[src/design/tls_pkg.sv]
// Shared types, widths and constants of the tetrahedron stiffness unit.
`default_nettype none
package tls_pkg;
   localparam int IN_WIDTH  = 32;
   localparam int TAG_W     = 24;
   localparam int VOL_W     = 32;
   localparam int COND_W    = 32;
   localparam int COEF_W    = COND_W + VOL_W;
   localparam int NUM_JAC   = 9;
   localparam int NUM_GRAD  = 12;
   localparam int NUM_OUT   = 10;
   localparam int OUT_W     = 48;
   localparam logic [COND_W-1:0] COND_RESET = COND_W'(65536);

   localparam int GRAD_W    = IN_WIDTH + 2;
   localparam int PROD_W    = 2 * GRAD_W;
   localparam int DOT_W     = PROD_W + 2;
   localparam int MAG_W     = DOT_W - 1;
   localparam int MAG_LO_W  = MAG_W / 2;
   localparam int MAG_HI_W  = MAG_W - MAG_LO_W;
   localparam int COEF_LO_W = COEF_W / 2;
   localparam int COEF_HI_W = COEF_W - COEF_LO_W;
   localparam int PP_W      = MAG_HI_W + COEF_HI_W;
   localparam int M_W       = MAG_W + COEF_W;

   // product has 64 fraction bits, result 24: drop 40, then divide by 6
   localparam int RND_SHIFT = 40;
   localparam int T_W       = OUT_W + 3;
   localparam int U_W       = T_W - 1;
   localparam int U_LO_W    = U_W / 2;
   localparam int U_HI_W    = U_W - U_LO_W;
   localparam int UP_W      = 2 * U_HI_W;
   localparam int DIV_K     = U_W + 1;
   localparam int QS_W      = 2 * U_W;
   localparam int Q_W       = U_W - 1;
   localparam logic [63:0] DIV3_FULL = ((64'd1 << DIV_K) + 64'd1) / 64'd3;
   localparam logic [U_W-1:0] DIV3_M = DIV3_FULL[U_W-1:0];
   localparam logic [Q_W-1:0] LIM_POS = (Q_W'(1) << (OUT_W - 1)) - Q_W'(1);

   localparam int BACK_STAGES = 10;
   localparam int QUEUE_DEPTH = 4;
   localparam int QPTR_W      = $clog2(QUEUE_DEPTH);

   localparam int PAIR_ROW [0:NUM_OUT-1] = '{0, 0, 0, 0, 1, 1, 1, 2, 2, 3};
   localparam int PAIR_COL [0:NUM_OUT-1] = '{0, 1, 2, 3, 1, 2, 3, 2, 3, 3};

   typedef logic [NUM_JAC-1:0][IN_WIDTH-1:0] jac_type;

   typedef struct packed {
      logic [TAG_W-1:0]                   tag;
      logic [COEF_W-1:0]                  coef;
      logic [NUM_GRAD-1:0][GRAD_W-1:0]    grad;
   } entry_type;
endpackage
`default_nettype wire

[src/design/tls_queue.sv]
// Short request queue between the front end and the arithmetic pipeline.
`default_nettype none
module tls_queue (
   input  wire logic               clock,
   input  wire logic               reset,
   input  wire logic               push_valid,
   output logic                    push_ready,
   input  wire tls_pkg::entry_type push_entry,
   output logic                    pop_valid,
   input  wire logic               pop,
   output tls_pkg::entry_type      pop_entry
);
   tls_pkg::entry_type mem_ff [tls_pkg::QUEUE_DEPTH];
   logic [tls_pkg::QPTR_W-1:0] wr_ptr_ff, wr_ptr_in, rd_ptr_ff, rd_ptr_in;
   logic [tls_pkg::QPTR_W:0]   count_ff, count_in;
   logic                       do_push, do_pop;

   assign push_ready = count_ff != (tls_pkg::QPTR_W+1)'(tls_pkg::QUEUE_DEPTH);
   assign pop_valid  = count_ff != '0;
   assign do_push    = push_valid && push_ready;
   assign do_pop     = pop && pop_valid;
   assign pop_entry  = mem_ff[rd_ptr_ff];

   always_comb begin
      wr_ptr_in = do_push ? wr_ptr_ff + 1'b1 : wr_ptr_ff;
      rd_ptr_in = do_pop ? rd_ptr_ff + 1'b1 : rd_ptr_ff;
      count_in  = count_ff;
      if (do_push && !do_pop) begin
         count_in = count_ff + 1'b1;
      end else if (do_pop && !do_push) begin
         count_in = count_ff - 1'b1;
      end
   end

   always_ff @(posedge clock) begin
      if (reset) begin
         wr_ptr_ff <= '0;
         rd_ptr_ff <= '0;
         count_ff  <= '0;
      end else begin
         wr_ptr_ff <= wr_ptr_in;
         rd_ptr_ff <= rd_ptr_in;
         count_ff  <= count_in;
      end
   end

   always_ff @(posedge clock) begin
      if (do_push) begin
         mem_ff[wr_ptr_ff] <= push_entry;
      end
   end
endmodule
`default_nettype wire

[config.mk]
export PLATFORM = sky130hd
export DESIGN_NAME = tls_queue
export DESIGN_NICKNAME = d
export VERILOG_FILES = /design/src/design/tls_pkg.sv /design/src/design/tls_queue.sv
export SDC_FILE = /design/constraint.sdc
export NUM_CORES = 1
export LEC_CHECK = 0
export ABC_CLOCK_PERIOD_IN_PS = 33000
export BUFFER_PORTS_ARGS = -buffer_cell sky130_fd_sc_hd__buf_2
export CORE_ASPECT_RATIO = 0.6
export CORE_MARGIN = 10
export CORE_UTILIZATION = 45
export DETAILED_ROUTE_END_ITERATION = 12
export SYNTH_ARGS = -nofsm -noshare
export SYNTH_HDL_FRONTEND = slang
export SYNTH_SLANG_ARGS = --single-unit
[constraint.sdc]
create_clock -name clock -period 33 [get_ports clock]
set_clock_uncertainty 0.2 [all_clocks]
set_input_delay 6.6 -clock clock [delete_from_list [all_inputs] [get_ports clock]]
set_output_delay 6.6 -clock clock [all_outputs]
set_load 0.01 [all_outputs]
==> impl_metrics.json <==
{
  "synth_nets": 3144,
  "viasPerCell": 5.40,
  "htreeDepth": 4,
  "clock_latency_ns": 0.79,
  "first_pass_iters": 5,
  "fmax_mhz": 82.4,
  "gr-total-overflow": 0,
  "critPathTopFamily": "buffers and inverters",
  "pwr-share-seq_pct": 46.6,
  "antenna_found_initial": 106,
  "path_buf_inv": 4,
  "cp_max_fo": 95,
  "boundaryPins": 998,
  "crit_chain": "buf_4 > buf_12 > buf_4 > mux4_2 > buf_2",
  "p_per_area_nw_per_um2": 79.4,
  "arrival_ns": 5.33,
  "clockBufferDepth": 3,
  "min_period_ns": 12.13,
  "die_h_um": 330,
  "ir_worst_vdd_mv": 0.0647,
  "pwr-share-clk_pct": 30.2,
  "dpl_cell_area_um2": 79300,
  "tightest_slew_ns": 1.20,
  "drv_cap": 0,
  "postCtsHoldBufs": 0,
  "avgSynthCellArea_um2": 27.3,
  "power_frac_comb_pct": 23.2,
  "yosysSeqAreaShare_pct": 82.9,
  "post-place-ws_ns": 21.54,
  "ff_latch_area_um2": 59800,
  "cts_made_buffers": 178,
  "maxSlewViolCount": 0,
  "p_leak_uw": 0.0280,
  "internal_power_uw": 4900,
  "drive_above_1_share_pct": 46.3,
  "worst_slack_ns": 20.87,
  "portBuffers": 997,
  "status": "finished clean",
  "setup_violations": 0,
  "r2r_cells": 6,
  "worstSetupEndpointType": "output pin",
  "final_hold_viol_count": 0,
  "start_util_pct": 45.4,
  "switching_share_pct": 27.5,
  "syn-instance-count": 2638,
  "path_common_cell": "buf_4",
  "crit_type": "flop to output pin",
  "rrSetupSlack_ns": 28.10,
  "fin_tns_setup_ns": 0,
  "ys_types": 23,
  "hold_class": "flop to flop",
  "worst_path_largest_cell_delay_ns": 0.98,
  "hpwl_um": 112000,
  "root_buffer": "clkbuf_16",
  "wire_per_inst_um": 28.0,
  "startpoint_type": "flop",
  "ys_ff_latch": 1993,
  "post-route-drc-count": 0,
  "max_slew_margin_pct": 20.1,
  "core_um2": 159000,
  "dieArea_um2": 177000,
  "grt_usage_pct": 18.6,
  "finalPower_uw": 6770,
  "ctsResizeCount": 0,
  "grt_pass1_vias": 33200,
  "clkTransAtPathRegs_ns": 0.06,
  "die_w_um": 537,
  "switchingPower_uw": 1860,
  "cts_setup_buffers": 0,
  "synth_area_um2": 72100,
  "ant_nets": 0,
  "num_vias": 32700,
  "area_growth_pct": 18.2,
  "multi_input_area_um2": 11500,
  "fillers": 12100,
  "rsz0062_at_grt": "false",
  "cts.sinks": 1993,
  "min_delay_path_depth": 2,
  "grt_max_degree": 154,
  "yosys_warnings": 0,
  "place.gp.congestion": 0.791,
  "cp_slowest_cell": "dfxtp_4",
  "cp.depth": 5,
  "rows": 113,
  "dr.first_iter.drc_count": 2961,
  "grt_pass1_wl_um": 242000,
  "tritoncts": "built",
  "crit_required_ns": 26.20,
  "finalCritPeriodShare_pct": 36.8,
  "fin_nets": 4250,
  "fin_area_um2": 85200,
  "wirelength_um": 170000
}
[kinds of logic after synthesis]
family	count (synthesis)	synth area share [%]
AO/OA/AOI/OAI	5	0.0521
XOR/XNOR	4	0.0486
adder cells (fa/ha/maj)	6	0.115
buffers and inverters	114	1.20
flip-flops	1993	82.9
multiplexers	499	15.5
AND/OR/NAND/NOR	17	0.116
[worst reg2reg max path: stages (launching register included)]
cell and delay (ns):
dfxtp_1 0.45, nor2_1 0.11, a21boi_2 0.32, and2_4 0.82, buf_4 0.87, buf_4 0.89, buf_4 0.81
[synth_stat cells]
cell,count,area (µm²)
mux2i_1,2,20.0
dfxtp_1,9,180
nand2b_1,2,12.5
ha_1,5,62.6
nand2_1,1,3.75
a21boi_2,1,11.3
and2_1,4,25.0
o311ai_0,1,8.76
mux2_2,1,11.3
xor2_1,4,35.0
nor2_1,8,30.0
fa_1,1,20.0
inv_1,3,11.3
buf_6,50,563
clkbuf_1,7,26.3
o21ai_0,1,5.00
buf_1,3,11.3
or3_1,2,12.5
o31ai_1,1,7.51
a21oi_1,1,5.00
buf_2,51,255
mux4_2,496,11200
edfxtp_1,1984,59600
[state kept, by name (all words and copies together), names as in the netlist, named ones only]
signal and flops:
wr_ptr_ff 2, count_ff 3, mem_ff 1984, rd_ptr_ff 2
[worst paths after layout]
path	from	endpoint
max	flop	pop_entry[453]
min	wr_ptr_ff[1]	wr_ptr_ff[1]
max reg2reg	count_ff[1]	mem_ff[2][182]
min reg2reg	wr_ptr_ff[1]	wr_ptr_ff[1]
[metal layers]
| metal | wire length (µm) | share of wire [%] | vias up | GRT usage [%] |
|---|---|---|---|---|
| met1 | 64400 | 38 | 17200 | 23.5 |
| met2 | 85700 | 50 | 1231 | 30.4 |
| met5 | 434 | 0.26 | - | 0 |
| li1 | - | - | 13800 | - |
| met3 | 14600 | 8.6 | 355 | 6.53 |
| met4 | 4630 | 2.7 | 64 | 6.21 |
[power by group through the flow]
stage	Clock, µW	Sequential [µW]	Combinational, µW
global route	2210	3170	1680
global placement	0	3200	1620
CTS	2100	3150	1620
floorplan	0	3300	1010
finish	2050	3150	1570
detailed placement	0	3210	1620
[layout by cell type (no fill, tap or decap), drive strengths merged]
master    Yosys  final
mux2          1      1
clkbuf        7    207
fa            1      1
inv           3     10
nand2b        2      2
a21boi        1      1
nor2          8      8
dfxtp         9      9
edfxtp     1984   1984
a21oi         1      1
nand2         1      1
xor2          4      4
o31ai         1      1
clkinv        0     77
o21ai         1      1
buf         104   1037
and2          4      4
clkinvlp      0     10
ha            5      5
diode         0     47
mux2i         2      2
mux4        496    496
o311ai        1      1
or3           2      2
bufinv        0     17
[area by class of cell]
class | instances | area share [%]
Antenna cell | 47 | 0.138
Clock buffer | 207 | 5.41
Clock inverter | 111 | 1.37
Inverter | 3 | 0.0132
Multi-Input combinational cell | 531 | 13.4
Sequential cell | 1993 | 70.2
Tap cell | 2127 | 3.13
Timing Repair Buffer | 1037 | 6.32
[per-stage QoR]
stage / hold slack (ns) / utilization (%) / std cells
after detailed placement: 0.321 / 50.0 / 5691
after global routing: 0.348 / 53.6 / 6032
after floorplan: 0.282 / - / 2638
after CTS: 0.330 / 53.6 / 6009
final: 0.327 / 53.7 / 6056
after global placement: 0.313 / 50.0 / 5691
Power figures use the tool's default switching activity.
