<file path="src/design/tls_pkg.sv">
// Shared types, widths and constants of the tetrahedron stiffness unit.
`default_nettype none
package tls_pkg;
   localparam int IN_WIDTH  = 32;
   localparam int TAG_W     = 24;
   localparam int VOL_W     = 32;
   localparam int COND_W    = 32;
   localparam int COEF_W    = COND_W + VOL_W;
   localparam int NUM_JAC   = 9;
   localparam int NUM_GRAD  = 12;
   localparam int NUM_OUT   = 10;
   localparam int OUT_W     = 48;
   localparam logic [COND_W-1:0] COND_RESET = COND_W'(65536);

   localparam int GRAD_W    = IN_WIDTH + 2;
   localparam int PROD_W    = 2 * GRAD_W;
   localparam int DOT_W     = PROD_W + 2;
   localparam int MAG_W     = DOT_W - 1;
   localparam int MAG_LO_W  = MAG_W / 2;
   localparam int MAG_HI_W  = MAG_W - MAG_LO_W;
   localparam int COEF_LO_W = COEF_W / 2;
   localparam int COEF_HI_W = COEF_W - COEF_LO_W;
   localparam int PP_W      = MAG_HI_W + COEF_HI_W;
   localparam int M_W       = MAG_W + COEF_W;

   // product has 64 fraction bits, result 24: drop 40, then divide by 6
   localparam int RND_SHIFT = 40;
   localparam int T_W       = OUT_W + 3;
   localparam int U_W       = T_W - 1;
   localparam int U_LO_W    = U_W / 2;
   localparam int U_HI_W    = U_W - U_LO_W;
   localparam int UP_W      = 2 * U_HI_W;
   localparam int DIV_K     = U_W + 1;
   localparam int QS_W      = 2 * U_W;
   localparam int Q_W       = U_W - 1;
   localparam logic [63:0] DIV3_FULL = ((64'd1 << DIV_K) + 64'd1) / 64'd3;
   localparam logic [U_W-1:0] DIV3_M = DIV3_FULL[U_W-1:0];
   localparam logic [Q_W-1:0] LIM_POS = (Q_W'(1) << (OUT_W - 1)) - Q_W'(1);

   localparam int BACK_STAGES = 10;
   localparam int QUEUE_DEPTH = 4;
   localparam int QPTR_W      = $clog2(QUEUE_DEPTH);

   localparam int PAIR_ROW [0:NUM_OUT-1] = '{0, 0, 0, 0, 1, 1, 1, 2, 2, 3};
   localparam int PAIR_COL [0:NUM_OUT-1] = '{0, 1, 2, 3, 1, 2, 3, 2, 3, 3};

   typedef logic [NUM_JAC-1:0][IN_WIDTH-1:0] jac_type;

   typedef struct packed {
      logic [TAG_W-1:0]                   tag;
      logic [COEF_W-1:0]                  coef;
      logic [NUM_GRAD-1:0][GRAD_W-1:0]    grad;
   } entry_type;
endpackage
`default_nettype wire

</file>
<file path="src/design/tls_front.sv">
// Front end: takes requests, forms gradients and the k*volume coefficient.
`default_nettype none
module tls_front (
   input  wire logic                      clock,
   input  wire logic                      reset,
   input  wire logic                      req_valid,
   output logic                           req_stall,
   input  wire logic [tls_pkg::TAG_W-1:0] req_tag,
   input  wire logic [tls_pkg::VOL_W-1:0] req_volume,
   input  wire tls_pkg::jac_type          req_jac,
   input  wire logic [tls_pkg::COND_W-1:0] conductivity,
   output logic                           push_valid,
   input  wire logic                      push_ready,
   output tls_pkg::entry_type             push_entry
);
   logic               valid_ff, valid_in;
   tls_pkg::entry_type entry_ff, entry_in;
   logic               accept, push;
   logic signed [tls_pkg::GRAD_W-1:0] row_sum;

   assign push      = valid_ff && push_ready;
   assign req_stall = valid_ff && !push_ready;
   assign accept    = req_valid && !req_stall;

   always_comb begin
      valid_in = valid_ff;
      if (accept) begin
         valid_in = 1'b1;
      end else if (push) begin
         valid_in = 1'b0;
      end
   end

   always_comb begin
      entry_in.tag  = req_tag;
      entry_in.coef = tls_pkg::COEF_W'(conductivity) * tls_pkg::COEF_W'(req_volume);
      entry_in.grad = '0;
      for (int k = 0; k < 3; k++) begin
         row_sum = tls_pkg::GRAD_W'($signed(req_jac[k*3]))
                 + tls_pkg::GRAD_W'($signed(req_jac[k*3+1]))
                 + tls_pkg::GRAD_W'($signed(req_jac[k*3+2]));
         entry_in.grad[k] = -row_sum;
         for (int c = 0; c < 3; c++) begin
            entry_in.grad[(c+1)*3+k] = tls_pkg::GRAD_W'($signed(req_jac[k*3+c]));
         end
      end
   end

   always_ff @(posedge clock) begin
      if (reset) begin
         valid_ff <= 1'b0;
      end else begin
         valid_ff <= valid_in;
      end
   end

   always_ff @(posedge clock) begin
      if (accept) begin
         entry_ff <= entry_in;
      end
   end

   assign push_valid = valid_ff;
   assign push_entry = entry_ff;
endmodule
`default_nettype wire

</file>
<file path="config.mk">
export PLATFORM = sky130hd
export DESIGN_NAME = tls_front
export DESIGN_NICKNAME = d
export VERILOG_FILES = /design/src/design/tls_pkg.sv /design/src/design/tls_front.sv
export SDC_FILE = /design/constraint.sdc
export NUM_CORES = 2
export LEC_CHECK = 0
export ABC_AREA = 0
export BUFFER_PORTS_ARGS = -buffer_cell sky130_fd_sc_hd__clkbuf_2
export CORE_AREA = 2 2 339 341
export CTS_CLUSTER_DIAMETER = 30
export CTS_CLUSTER_SIZE = 12
export DETAILED_ROUTE_END_ITERATION = 12
export DIE_AREA = 0 0 341 343
export PLACE_DENSITY = 0.76
export SYNTH_ARGS = -nofsm -noshare
export SYNTH_HDL_FRONTEND = slang
export SYNTH_SLANG_ARGS = --single-unit
</file>
<file path="constraint.sdc">
create_clock -name clock -period 32.7 [get_ports clock]
set_input_delay 1.635 -clock clock [delete_from_list [all_inputs] [get_ports clock]]
set_output_delay 1.635 -clock clock [all_outputs]
set_load 0.03 [all_outputs]
</file>
==> metrics.txt <==
status=finished clean; Remaining Overflow, GRT=0; vias in the first global route=44123; horizontal die dimension=~340 um; Setup-failing EPs final=0; final total negative setup slack=0 ns; worst clock skew on the final layout=roughly 0.08 ns; FF+latch count, synth=479; clock latency on the worst-skew pair=0.71 ns; Synth Warn #=0; ratio of cells with drive above 1 in the final layout=0.1848; area of the mapped netlist=~0.057 mm2; number of nets produced by synthesis=about 7000; I/O pin count=878; Worst path max stage delay=0.69 ns; max-capacitance violation count=0; DIE AREA=0.1170 mm2; post-cts sizing count=0; fmax=106.4 MHz; total count of hold-check failures in the final report=0; total wire length after detailed routing=~230 mm; die extent in y=343 um; clock transition at the register clock pins on the worst setup and hold paths after CTS=0.05 ns; setup repair after global routing missed its margin=false; H-tree Lvls=3; crit path time final=9.398 ns; Max Root-Sink Buffers=3; Slowest-stage cell, CP=sky130_fd_sc_hd__clkbuf_2; number of remaining DRC errors=0; initial standard-cell utilization of the core=0.4998; Iteration-0 DRC Markers=about 4000; met2 Resource Use GR=0.6239; CTS tree=yes; nature of the critical path startpoint=primary input; Detailed Place HPWL=approximately 190 mm; CP Class=in -> reg; GR Layer Usage met1=0.4907; first-pass GRT wire length=approximately 320 mm; busiest layer in global routing=met2; number of enable-type register cells in the synthesized netlist=478; per-cell routed wire length=roughly 30 um; Post-CTS Repair Setup Buffers=0; worst path cell trace=clkbuf_2, and2_1, fa_1, fa_1, fa_1, inv_1, fa_1, inv_1, fa_1, fa_1, fa_1, fa_1, ha_1, nand4_1, nor3_1, or3b_2, a21oi_1, o211ai_1, a21oi_1, nor2_1, o21ai_0, xnor2_1; Seq/Total Area, Yosys=0.2536; number of max-slew violations in the final report=0; number of distinct library cells after synthesis=71; pin count of the biggest net entering global routing=between 150 and 200; count of hold-fix buffers inserted at cts=0; buffer type at the clock tree root=sky130_fd_sc_hd__clkbuf_16; HP Class=reg -> reg; Final nets=7911; transition at the pin with the smallest max-transition slack=1.361 ns; total of buffers placed on input and output ports=between 800 and 900; area of the placeable core=around 0.11 mm2; Post-Syn Instances=5299; relative area change from synthesis to final layout=17.35%; vias=43754; post-detailed-route count of antenna-violating nets=0; type of destination of the critical path=flop; number of non-filler instances in the completed layout=just under 8000; mean cell area of the mapped netlist=10.70 um2; TritonCTS buffer count=119; TritonCTS Sinks=479; main flop type after synthesis=sky130_fd_sc_hd__edfxtp_1; relative slew slack=0.09240; number of placement rows=124; initial antenna violation count=93; # placed instances=7469; drt via density=5.651; iteration count of the initial detailed-routing pass=5; # fillers=9502; period utilisation layout=0.2874; Worst EP arrival=9.80 ns; last weighted congestion value of the routability-driven placer=1.218; worst-path maximum fanout=32; Async S/R FF share, synth=0; Tot GR Track Use=0.3976; met3 routing resource usage after global routing=0.1197; required time of the critical path=roughly 33 ns; Crit path top cell by count=sky130_fd_sc_hd__fa_1
## synth_stat cells (21+ instances only)
cell type / n / area (um2)
sky130_fd_sc_hd__nand3_1: 39 / 195.2
sky130_fd_sc_hd__nand2b_1: 21 / 131.4
sky130_fd_sc_hd__a21oi_1: 159 / 795.8
sky130_fd_sc_hd__inv_1: 1107 / 4155
sky130_fd_sc_hd__clkbuf_1: 221 / 829.6
sky130_fd_sc_hd__and2_1: 587 / 3672
sky130_fd_sc_hd__o21ai_0: 80 / 400.4
sky130_fd_sc_hd__a21o_1: 88 / 660.6
sky130_fd_sc_hd__xor2_1: 48 / 420.4
sky130_fd_sc_hd__edfxtp_1: 478 / 14350
sky130_fd_sc_hd__xnor2_1: 102 / 893.4
sky130_fd_sc_hd__fa_1: 992 / 19860
sky130_fd_sc_hd__nand2_1: 534 / 2004
sky130_fd_sc_hd__nand4_1: 27 / 168.9
sky130_fd_sc_hd__ha_1: 461 / 5768
sky130_fd_sc_hd__nor2b_1: 22 / 137.6
sky130_fd_sc_hd__nor3_1: 23 / 115.1
sky130_fd_sc_hd__nor2_1: 81 / 304.0
## stage by stage
stage	hold WS [ns]	util	setup slack [ns]	cell area [um2]
floorplan	0.8732	-	8.728	56680
CTS	0.7145	0.5853	23.47	66390
detailed placement	0.7006	0.5481	22.74	62160
global route	0.7456	0.5860	23.14	66460
finish	0.6878	0.5865	23.30	66510
global placement	0.7405	0.5481	22.83	62160
## critical path, delay by kind of cell
family                     cells  cell delay (ns)
adders and majority gates      9             4.36
AOI/OAI and AO/OA              4             1.46
and+or+nand+nor                5             1.43
buffers and inverters          3             0.81
xor gates and xnor gates       1             0.09
## sequential cells by signal, indices dropped and copies added, names as in the netlist
| register | cells |
|---|---|
| push_valid | 1 |
| push_entry | 478 |
## cell usage in the layout, fill, tap and decap left out, drive strengths merged, types with 7 or more instances in the layout
cell type  count
ha           461
a31oi         15
xnor2        102
nand3         39
nand2        534
a221oi         7
buf           27
or3           10
clkbuf      1002
nor2          81
fa           992
a211oi        18
clkinv        32
nand2b        21
nor3          26
a21oi        164
edfxtp       478
and2         587
inv         1143
and3          17
o21a          11
o21ai         84
a21o          88
nor2b         22
nand4         28
clkinvlp      17
xor2          48
bufinv        13
diode         51
o21bai        19
o211ai        17
## metal layers
metal | share of wire | wire length (um)
met2 | 0.46 | 106200
met5 | 0.0012 | 268
met4 | 0.070 | 16250
met3 | 0.11 | 25190
met1 | 0.36 | 83650
## cell type report
cell class	count	area (um2)	area share
clock buffer	125	3000	0.04511
tap	1512	1892	0.02844
multi-input combinational	3467	37140	0.5584
sequential	479	14370	0.2161
timing repair buffer	904	4604	0.06923
inverter	1107	4155	0.06247
antenna	51	127.6	0.001919
clock inverter	98	1221	0.01836
## cell families after synthesis
logic type	count (synthesis)	synth area share
and+or+nand+nor	1389	0.1256
AOI/OAI and AO/OA	474	0.05400
muxes	1	0.0001766
buffers and inverters	1353	0.09128
adders and majority gates	1453	0.4521
DFF	479	0.2536
xor gates and xnor gates	150	0.02318
## path summary, 6_finish.rpt
kind	startpoint	endpoint	slack (ns)	depth (start not counted)
min	push_valid$_SDFFE_PP0P_	push_valid$_SDFFE_PP0P_	0.69	3
max reg2reg	push_valid$_SDFFE_PP0P_	push_entry[165]$_DFFE_PP_	28.36	5
max	req_volume[6]	push_entry[458]$_DFFE_PP_	23.30	22
min reg2reg	push_valid$_SDFFE_PP0P_	push_valid$_SDFFE_PP0P_	0.69	3
Power is not shown: default switching activity piles up to over one toggle a cycle in this logic, so the estimate is an artifact.
